<file path="src/rtl/bad_pkg.sv">
// Shared types and constants of the block-average decimator.
// Holds the request and result payload structs and the register map.
// No dependencies; the top level, the checker and the testbench refer to it by scoped names.
`default_nettype none

package bad_pkg;

	// Default sizing, handed to the top-level parameters.
	localparam int CHANNELS_DEF    = 8;
	localparam int GROUP_MAX_DEF   = 4096;
	localparam int SAMPLE_BITS_DEF = 32;

	// Fixed field widths of the channels and the register file.
	localparam int CH_W   = 3;
	localparam int DATA_W = 32;
	localparam int GL_W   = 13;
	localparam int ADDR_W = 3;

	localparam logic [GL_W-1:0] GL_RESET = 13'd1;

	// Register index, taken from paddr[2].
	localparam logic REG_GROUP_LENGTH  = 1'b0;
	localparam logic REG_POSITIVE_ONLY = 1'b1;

	typedef struct packed {
		logic [CH_W-1:0]          channel;
		logic signed [DATA_W-1:0] sample;
	} req_t;

	typedef struct packed {
		logic [CH_W-1:0]          out_channel;
		logic signed [DATA_W-1:0] mean;
	} rsp_t;

endpackage

`default_nettype wire

</file>
<file path="src/rtl/bad_div.sv">
// Iterative signed-by-unsigned divider of the block-average decimator.
// Restoring division, one quotient bit per cycle, quotient truncated toward zero.
// Depends on nothing but its parameters.
`default_nettype none

module bad_div #(
	parameter int SUMW = 44,
	parameter int DENW = 13
) (
	input  wire logic                   clk,
	input  wire logic                   arst_n,
	input  wire logic                   start,
	input  wire logic signed [SUMW-1:0] dividend,
	input  wire logic [DENW-1:0]        divisor,
	output logic                        done,
	output logic [SUMW-1:0]             quotient
);

	localparam int CW = $clog2(SUMW + 1);

	logic            busy_q;
	logic            done_q;
	logic            neg_q;
	logic [CW-1:0]   step_q;
	logic [DENW-1:0] den_q;
	logic [DENW-1:0] rem_q;
	logic [SUMW-1:0] quo_q;

	logic [DENW:0]   trial;
	logic            fits;
	logic [DENW:0]   diff;

	// The dividend magnitude is shifted out of quo_q from the top while the
	// quotient bits are shifted in at the bottom.
	assign trial = {rem_q, quo_q[SUMW-1]};
	assign fits  = (trial >= {1'b0, den_q});
	assign diff  = trial - {1'b0, den_q};

	always_ff @(posedge clk or negedge arst_n) begin
		if (!arst_n) begin
			busy_q <= 1'b0;
			done_q <= 1'b0;
			neg_q  <= 1'b0;
			step_q <= '0;
			den_q  <= '0;
			rem_q  <= '0;
			quo_q  <= '0;
		end else begin
			done_q <= 1'b0;
			if (start) begin
				busy_q <= 1'b1;
				step_q <= '0;
				den_q  <= divisor;
				rem_q  <= '0;
				neg_q  <= dividend[SUMW-1];
				quo_q  <= dividend[SUMW-1] ? ('0 - $unsigned(dividend)) : $unsigned(dividend);
			end else if (busy_q) begin
				rem_q <= fits ? diff[DENW-1:0] : trial[DENW-1:0];
				quo_q <= {quo_q[SUMW-2:0], fits};
				if (step_q == CW'(SUMW - 1)) begin
					busy_q <= 1'b0;
					done_q <= 1'b1;
				end
				step_q <= step_q + 1'b1;
			end
		end
	end

	assign done     = done_q;
	assign quotient = neg_q ? ('0 - quo_q) : quo_q;

endmodule

`default_nettype wire

</file>
<file path="src/rtl/bad_chan_store.sv">
// Per-channel accumulator state of the block-average decimator.
// Running sum, sample count and positive-sample count, cleared by reset.
// Depends on nothing but its parameters.
`default_nettype none

module bad_chan_store #(
	parameter int CHANNELS = 8,
	parameter int IDXW     = 3,
	parameter int SUMW     = 44,
	parameter int CNTW     = 13
) (
	input  wire logic                   clk,
	input  wire logic                   arst_n,
	input  wire logic [IDXW-1:0]        rd_idx,
	output logic signed [SUMW-1:0]      rd_sum,
	output logic [CNTW-1:0]             rd_cnt,
	output logic [CNTW-1:0]             rd_pos,
	input  wire logic                   wr_en,
	input  wire logic [IDXW-1:0]        wr_idx,
	input  wire logic signed [SUMW-1:0] wr_sum,
	input  wire logic [CNTW-1:0]        wr_cnt,
	input  wire logic [CNTW-1:0]        wr_pos
);

	logic signed [SUMW-1:0] sum_q [CHANNELS];
	logic [CNTW-1:0]        cnt_q [CHANNELS];
	logic [CNTW-1:0]        pos_q [CHANNELS];

	always_ff @(posedge clk or negedge arst_n) begin
		if (!arst_n) begin
			for (int i = 0; i < CHANNELS; i++) begin
				sum_q[i] <= '0;
				cnt_q[i] <= '0;
				pos_q[i] <= '0;
			end
		end else if (wr_en) begin
			sum_q[wr_idx] <= wr_sum;
			cnt_q[wr_idx] <= wr_cnt;
			pos_q[wr_idx] <= wr_pos;
		end
	end

	assign rd_sum = sum_q[rd_idx];
	assign rd_cnt = cnt_q[rd_idx];
	assign rd_pos = pos_q[rd_idx];

endmodule

`default_nettype wire

</file>
<file path="src/rtl/block_average_decimator.sv">
// Block-average decimator: one running average per channel over fixed-size groups.
// Instantiates bad_chan_store and bad_div; uses the types of bad_pkg.
//
// Requests (req_valid/req_ready/req) carry a channel and a signed Q16.16
// sample. The block takes one request at a time: req_ready is high only while
// the sequencer is idle. A request that does not close its channel's group
// is accepted and then passes through the accumulate cycle, in which the
// channel state is read, updated and written back. A request that closes a
// group starts the shared one-bit-per-cycle divider, which runs SUMW =
// SAMPLE_BITS + clog2(GROUP_MAX) steps; the result (rsp_valid/rsp_ready/rsp)
// then passes from S_DIV through S_PUT into the output register, and the
// next request can be taken in the same cycle in which the result appears.
// In positive-only mode a group without a positive sample skips the divider;
// its zero result goes from S_ACC straight to S_PUT.
// Results sit in an output register; a stalled receiver holds the next
// group-closing request in S_PUT, which keeps req_ready low until it frees.
// Reset clears every channel's sum and counts, group_length to 1 and
// positive_only to 0. Registers are written over the APB port: group_length
// at 0x0, positive_only at 0x4; pready is always high.
`default_nettype none

module block_average_decimator #(
	parameter int CHANNELS    = bad_pkg::CHANNELS_DEF,
	parameter int GROUP_MAX   = bad_pkg::GROUP_MAX_DEF,
	parameter int SAMPLE_BITS = bad_pkg::SAMPLE_BITS_DEF
) (
	input  wire logic                         clk,
	input  wire logic                         arst_n,
	input  wire logic                         req_valid,
	output logic                              req_ready,
	input  wire bad_pkg::req_t                req,
	output logic                              rsp_valid,
	input  wire logic                         rsp_ready,
	output bad_pkg::rsp_t                     rsp,
	input  wire logic                         psel,
	input  wire logic                         penable,
	input  wire logic                         pwrite,
	input  wire logic [bad_pkg::ADDR_W-1:0]   paddr,
	input  wire logic [bad_pkg::DATA_W-1:0]   pwdata,
	output logic [bad_pkg::DATA_W-1:0]        prdata,
	output logic                              pready
);

	localparam int IDXW = (CHANNELS > 1) ? $clog2(CHANNELS) : 1;
	localparam int CNTW = $clog2(GROUP_MAX + 1);
	localparam int SUMW = SAMPLE_BITS + $clog2(GROUP_MAX);

	typedef enum logic [1:0] {
		S_IDLE,
		S_ACC,
		S_DIV,
		S_PUT
	} state_t;

	// Configuration registers.
	logic [bad_pkg::GL_W-1:0] gl_q;
	logic                     pos_only_q;

	assign pready = 1'b1;

	always_ff @(posedge clk or negedge arst_n) begin
		if (!arst_n) begin
			gl_q       <= bad_pkg::GL_RESET;
			pos_only_q <= 1'b0;
		end else if (psel && penable && pwrite) begin
			case (paddr[2])
				bad_pkg::REG_GROUP_LENGTH:  gl_q       <= pwdata[bad_pkg::GL_W-1:0];
				bad_pkg::REG_POSITIVE_ONLY: pos_only_q <= pwdata[0];
				default: ;
			endcase
		end
	end

	always_comb begin
		case (paddr[2])
			bad_pkg::REG_GROUP_LENGTH:  prdata = bad_pkg::DATA_W'(gl_q);
			bad_pkg::REG_POSITIVE_ONLY: prdata = bad_pkg::DATA_W'(pos_only_q);
			default:                    prdata = '0;
		endcase
	end

	// Effective group length: zero acts as one, large values saturate.
	logic [CNTW-1:0] len_eff;

	always_comb begin
		if (gl_q == '0)
			len_eff = CNTW'(1);
		else if (32'(gl_q) > GROUP_MAX)
			len_eff = CNTW'(GROUP_MAX);
		else
			len_eff = CNTW'(gl_q);
	end

	// Request decode: the low SAMPLE_BITS of the field form the signed code.
	logic [SAMPLE_BITS-1:0] s_lo;
	logic signed [SUMW-1:0] s_ext;
	logic                   s_pos;
	logic                   ch_ok;

	assign s_lo  = SAMPLE_BITS'($unsigned(req.sample));
	assign s_ext = SUMW'($signed(s_lo));
	assign s_pos = !s_lo[SAMPLE_BITS-1] && (s_lo != '0);
	assign ch_ok = (32'(req.channel) < CHANNELS);

	state_t                     state_q;
	logic [bad_pkg::CH_W-1:0]   ch_q;
	logic signed [SUMW-1:0]     smp_q;
	logic                       pos_q;
	logic                       ok_q;
	logic [bad_pkg::DATA_W-1:0] mean_q;
	logic                       rsp_valid_q;
	bad_pkg::rsp_t              rsp_q;

	// Channel state access during the accumulate cycle.
	logic signed [SUMW-1:0] rd_sum;
	logic [CNTW-1:0]        rd_cnt;
	logic [CNTW-1:0]        rd_pos;
	logic signed [SUMW-1:0] new_sum;
	logic [CNTW-1:0]        new_cnt;
	logic [CNTW-1:0]        new_pos;
	logic                   closing;
	logic                   acc_go;
	logic                   no_pos;
	logic                   div_start;
	logic [CNTW-1:0]        div_den;
	logic                   div_done;
	logic [SUMW-1:0]        div_quo;
	logic [IDXW-1:0]        idx;

	assign idx     = IDXW'(ch_q);
	assign new_sum = rd_sum + ((!pos_only_q || pos_q) ? smp_q : '0);
	assign new_cnt = rd_cnt + 1'b1;
	assign new_pos = rd_pos + CNTW'(pos_q);
	assign closing = (new_cnt >= len_eff);
	assign acc_go  = (state_q == S_ACC) && ok_q;
	assign no_pos  = pos_only_q && (new_pos == '0);

	assign div_start = acc_go && closing && !no_pos;
	assign div_den   = pos_only_q ? new_pos : new_cnt;

	bad_chan_store #(
		.CHANNELS (CHANNELS),
		.IDXW     (IDXW),
		.SUMW     (SUMW),
		.CNTW     (CNTW)
	) u_store (
		.clk    (clk),
		.arst_n (arst_n),
		.rd_idx (idx),
		.rd_sum (rd_sum),
		.rd_cnt (rd_cnt),
		.rd_pos (rd_pos),
		.wr_en  (acc_go),
		.wr_idx (idx),
		.wr_sum (closing ? '0 : new_sum),
		.wr_cnt (closing ? '0 : new_cnt),
		.wr_pos (closing ? '0 : new_pos)
	);

	bad_div #(
		.SUMW (SUMW),
		.DENW (CNTW)
	) u_div (
		.clk      (clk),
		.arst_n   (arst_n),
		.start    (div_start),
		.dividend (new_sum),
		.divisor  (div_den),
		.done     (div_done),
		.quotient (div_quo)
	);

	logic out_load;

	assign out_load  = (state_q == S_PUT) && (!rsp_valid_q || rsp_ready);
	assign req_ready = (state_q == S_IDLE);

	always_ff @(posedge clk or negedge arst_n) begin
		if (!arst_n) begin
			state_q     <= S_IDLE;
			ch_q        <= '0;
			smp_q       <= '0;
			pos_q       <= 1'b0;
			ok_q        <= 1'b0;
			mean_q      <= '0;
			rsp_valid_q <= 1'b0;
			rsp_q       <= '0;
		end else begin
			if (rsp_valid_q && rsp_ready && !out_load)
				rsp_valid_q <= 1'b0;
			case (state_q)
				S_IDLE: begin
					if (req_valid) begin
						ch_q    <= req.channel;
						smp_q   <= s_ext;
						pos_q   <= s_pos;
						ok_q    <= ch_ok;
						state_q <= S_ACC;
					end
				end
				S_ACC: begin
					if (!ok_q || !closing) begin
						state_q <= S_IDLE;
					end else if (no_pos) begin
						mean_q  <= '0;
						state_q <= S_PUT;
					end else begin
						state_q <= S_DIV;
					end
				end
				S_DIV: begin
					if (div_done) begin
						mean_q  <= bad_pkg::DATA_W'(div_quo[SAMPLE_BITS-1:0]);
						state_q <= S_PUT;
					end
				end
				S_PUT: begin
					if (out_load) begin
						rsp_valid_q       <= 1'b1;
						rsp_q.out_channel <= ch_q;
						rsp_q.mean        <= mean_q;
						state_q           <= S_IDLE;
					end
				end
				default: state_q <= S_IDLE;
			endcase
		end
	end

	assign rsp_valid = rsp_valid_q;
	assign rsp       = rsp_q;

	// An accepted request always goes through the accumulate cycle.
	a_accept_acc: assert property (@(posedge clk) disable iff (!arst_n)
		req_valid && req_ready |=> state_q == S_ACC)
		else $error("accepted request did not enter the accumulate cycle");

	// The divider only finishes while the sequencer waits for it.
	a_done_in_div: assert property (@(posedge clk) disable iff (!arst_n)
		div_done |-> state_q == S_DIV)
		else $error("divider finished outside the divide wait");

	// A stored positive count never exceeds the stored sample count.
	a_pos_le_cnt: assert property (@(posedge clk) disable iff (!arst_n)
		rd_pos <= rd_cnt)
		else $error("positive count above sample count");

	// A pending result with a free output register is loaded into it next cycle.
	a_put_loads: assert property (@(posedge clk) disable iff (!arst_n)
		state_q == S_PUT && !rsp_valid_q |=> rsp_valid_q)
		else $error("result not loaded into a free output register");

endmodule

`default_nettype wire

</file>
<file path="config.mk">
export PLATFORM = sky130hd
export DESIGN_NAME = block_average_decimator
export DESIGN_NICKNAME = d
export VERILOG_FILES = /design/src/rtl/bad_pkg.sv /design/src/rtl/bad_div.sv /design/src/rtl/bad_chan_store.sv /design/src/rtl/block_average_decimator.sv
export SDC_FILE = /design/constraint.sdc
export NUM_CORES = 2
export LEC_CHECK = 0
export ABC_AREA = 0
export BUFFER_PORTS_ARGS = -buffer_cell sky130_fd_sc_hd__buf_2
export CORE_MARGIN = 4
export CORE_UTILIZATION = 62
export DETAILED_ROUTE_END_ITERATION = 6
export PLACE_DENSITY = 0.85
export RECOVER_POWER = 25
export SETUP_SLACK_MARGIN = 0.5
export SLEW_MARGIN = 40
export SYNTH_ARGS = -nofsm -noshare
export SYNTH_HDL_FRONTEND = slang
export SYNTH_SLANG_ARGS = --single-unit
</file>
<file path="constraint.sdc">
create_clock -name clk -period 7.1 [get_ports clk]
set_input_delay 0 -clock clk [delete_from_list [all_inputs] [get_ports clk]]
set_output_delay 0 -clock clk [all_outputs]
set_load 0.005 [all_outputs]
</file>
==> metrics.md <==
| Metric | Value |
|---|---|
| Outcome | `complete, but fails checks` |
| Failing checks | `max-capacitance violations, max-slew violations` |
| Synth warnings | `0` |
| CP Capture Point | `u_store.sum_q[67]$_DFFE_PN0P_` |
| Worst path arrival time | `7.07 ns` |
| Largest stage delay, worst path | `1.00 ns` |
| Worst skew pair latency | `0.63 ns` |
| Drt total wl | `111 mm` |
| CP Data Required Time | `7.61 ns` |
| Via count | `32700` |
| Largest net degree at the start of global routing | `140` |
| Final setup vio count | `0` |
| Row count | `90` |
| ANT nets after route | `0` |
| Start point of the critical path | `ch_q[1]$_DFFE_PN0P_` |
| Stages on the worst setup path | `17` |
| Vias/cell | `6.64` |
| DRT iter0 DRCs | `4101` |
| # Post-CTS Setup Buffers | `0` |
| RSZ-0062 raised after global routing | `no` |
| Initial Util | `63.2%` |
| Crit path launch type | `flop` |
| Worst path bufs/invs | `1` |
| Remaining DRCs | `0` |
| Synth Instances | `4047` |
| Worst r2r dst | `u_store.sum_q[67]$_DFFE_PN0P_` |
| CP Max Fanout | `23` |
| Area growth syn-to-layout | `11.2%` |
| Worst r2r src | `ch_q[1]$_DFFE_PN0P_` |
| Post-layout nets | `4235` |
| DP Wirelength | `67.9 mm` |
| Core Area | `60800 um2` |
| CP Class | `reg -> reg` |
| Fmax achieved | `0.152 GHz` |
| Most frequent cells in the layout | `nand2_1, dfrtp_1, o21ai_0` |
| Area of the mapped netlist | `38400 um2` |
| GRT overflow | `0` |
| Worst setup EP type | `flop` |
| Number of port buffers | `105` |
| Crit path time final | `6.56 ns` |
| Worst-Margin Slew | `4.00 ns` |
| Setup TNS | `0 ns` |
| TritonRoute pass-1 iters | `7` |
| Ports | `147` |
| Syn avg cell area | `9.49 um2` |
| Clk slew on worst S/H paths | `0.06 ns` |
| Commonest non-fill, non-tap cell in the layout | `nand2_1` |
| Global-route wire length before repair | `175 mm` |
| Number of enable flip-flop cells after synthesis | `0` |
| Final Cycle Share | `92.4%` |
| Final Max Tran Viols | `411` |
| Reg2Reg Setup Slack | `0.54 ns` |
| Cell family with most CP delay | `compound AO/OA/AOI/OAI gates` |
| Hold Worst Slack | `0.155 ns` |
| Die width | `257 um` |
| Top_reg_cell synth | `dfrtp_1` |
| Seq/Total Area, Yosys | `49.5%` |
| Yosys reg bits | `760` |
| CTS Sinks | `760` |
| Share of layout cells above drive strength 1 | `12.5%` |
| Initial antenna violation count | `3` |
| Clk buf depth | `3` |
| Global Route Usage Sum | `32.8%` |
| Die ar. | `66000 um2` |
| CTS root buf | `clkbuf_16` |
| Cell variety after synth | `90` |
| Worst path slowest cell | `dfrtp_1` |
| Hold WC Path Type | `in -> reg` |
| Worst relative slew slack | `-167%` |
| Clock tree from TritonCTS | `done` |
| H-tree levels | `3` |
| CTS Buf Count | `79` |
| Asr flop ratio synth | `100%` |
| Worst Clk Skew | `0.0256 ns` |
| Final Hold Vio Count | `0` |
| Max-Cap Viols | `6` |
| Cell Chain, Critical Path | `and2_1, a221oi_1, o21ai_0, ha_1, nand2_1, nor2_1, nand2_1, xnor2_1, ha_1, a21o_1, a21o_1, a211o_1, o221ai_1, a21o_2, inv_1, or2_2, o21ai_0` |
| Reg2reg path depth | `17` |
| Wire per inst | `22.5 um` |
| Vias in the first global route | `32100` |
| Routability cong. | `0.963` |
| Die height | `257 um` |
-- final cells by class --
cell class,instances,area [um2]
Clock inverter,35,418
Tap cell,782,978
Sequential cell,760,19000
Antenna cell,1,2.50
Multi-Input combinational cell,2963,18200
Clock buffer,103,2230
Timing Repair Buffer,230,1660
Fill cell,4126,18100
Inverter,47,176
-- kinds of logic after synthesis --
| group | Yosys count | share of synthesized area, % |
|---|---|---|
| buf+inv | 342 | 3.62 |
| flops | 760 | 49.5 |
| mux | 247 | 7.52 |
| other cells | 2 | 0.0196 |
| xor+xnor | 129 | 2.94 |
| simple gates | 1320 | 15.3 |
| fa+ha+maj | 77 | 2.55 |
| compound gates | 1170 | 18.5 |
-- repair_timing --
item,in CTS,in global routing
setup endpoints to repair,0,1
hold buffers,54,1
hold endpoints to repair,151,32
resized for setup,0,1
-- registers in the layout (all words and copies together) (netlist names), 3 cells and up, named ones only --
register / cells
ch_q: 3
gl_q: 13
mean_q: 32
rsp: 35
smp_q: 32
u_div.den_q: 13
u_div.quo_q: 44
u_div.rem_q: 13
u_div.step_q: 6
u_store.cnt_q: 104
u_store.pos_q: 104
u_store.sum_q: 352
-- synth_stat cells, types with 6 or more instances --
library cell	instances	area share, %
buf_1	17	0.17
a21oi_1	84	1.1
nand2_1	814	8.0
nor3_1	38	0.50
nor2_1	139	1.4
or3_1	18	0.29
o31ai_1	25	0.49
nand2b_1	12	0.20
nand4_1	42	0.68
a22oi_1	127	2.5
nor4b_1	7	0.16
a22o_1	33	0.75
a21o_1	27	0.53
mux4_2	15	0.88
ha_1	75	2.4
nor4_1	24	0.39
or2_2	18	0.29
o41ai_1	7	0.16
nand3_1	56	0.73
buf_2	21	0.27
mux2i_1	51	1.3
nor3b_1	6	0.12
inv_1	46	0.45
and3_1	20	0.33
a221oi_1	46	1.0
a221o_1	11	0.29
buf_4	21	0.41
o21a_1	7	0.14
a31oi_1	15	0.24
and4_1	11	0.25
o21ai_0	693	9.0
xor2_1	70	1.6
dfrtp_1	759	49
and2_1	53	0.86
o21ai_1	6	0.078
xnor2_1	59	1.3
a211oi_1	21	0.41
mux2_2	181	5.3
clkbuf_1	235	2.3
nor2b_1	32	0.52
-- per-stage QoR --
step	area, um2	worst slack (ns)	instances	util, %
finish	42700	0.539	4921	70.2
global placement	39500	1.11	4723	64.9
CTS	42800	0.954	4917	70.3
detailed placement	39600	1.02	4725	65.1
floorplan	38500	0.646	4065	-
global route	42700	0.287	4920	70.2
-- tightest hold or removal path: stages --
cell and delay, ns:
dlygate4sd3_1 0.52, buf_2 0.10, mux2_2 0.13
-- layer usage --
metal  track usage [%]  routed length (um)  vias up
met2              52.0               50800     2011
met1              43.0               42200    15800
met4              15.7                5370        2
met5                 0                  15        -
li1                  -                   -    14400
met3              7.74               12300      443
-- worst min path at each step --
stage | to | slack, ns | start | cells after the start
after floorplan | asynchronous set/reset pin | -0.30 | arst_n | 0
after global placement | u_div.rem_q[6]$_DFFE_PN0P_ | 0.10 | arst_n | 1
after detailed placement | u_div.rem_q[6]$_DFFE_PN0P_ | 0.11 | arst_n | 1
after CTS | u_div.step_q[4]$_DFFE_PN0P_ | 0.05 | arst_n | 2
after global routing | gl_q[8]$_DFFE_PN0P_ | 0.16 | pwdata[8] | 3
final | gl_q[3]$_DFFE_PN0P_ | 0.15 | pwdata[3] | 3
Power is left out: the tool's default activity adds up to more than one toggle a clock period on the data nets, which glitch-free logic cannot reach.
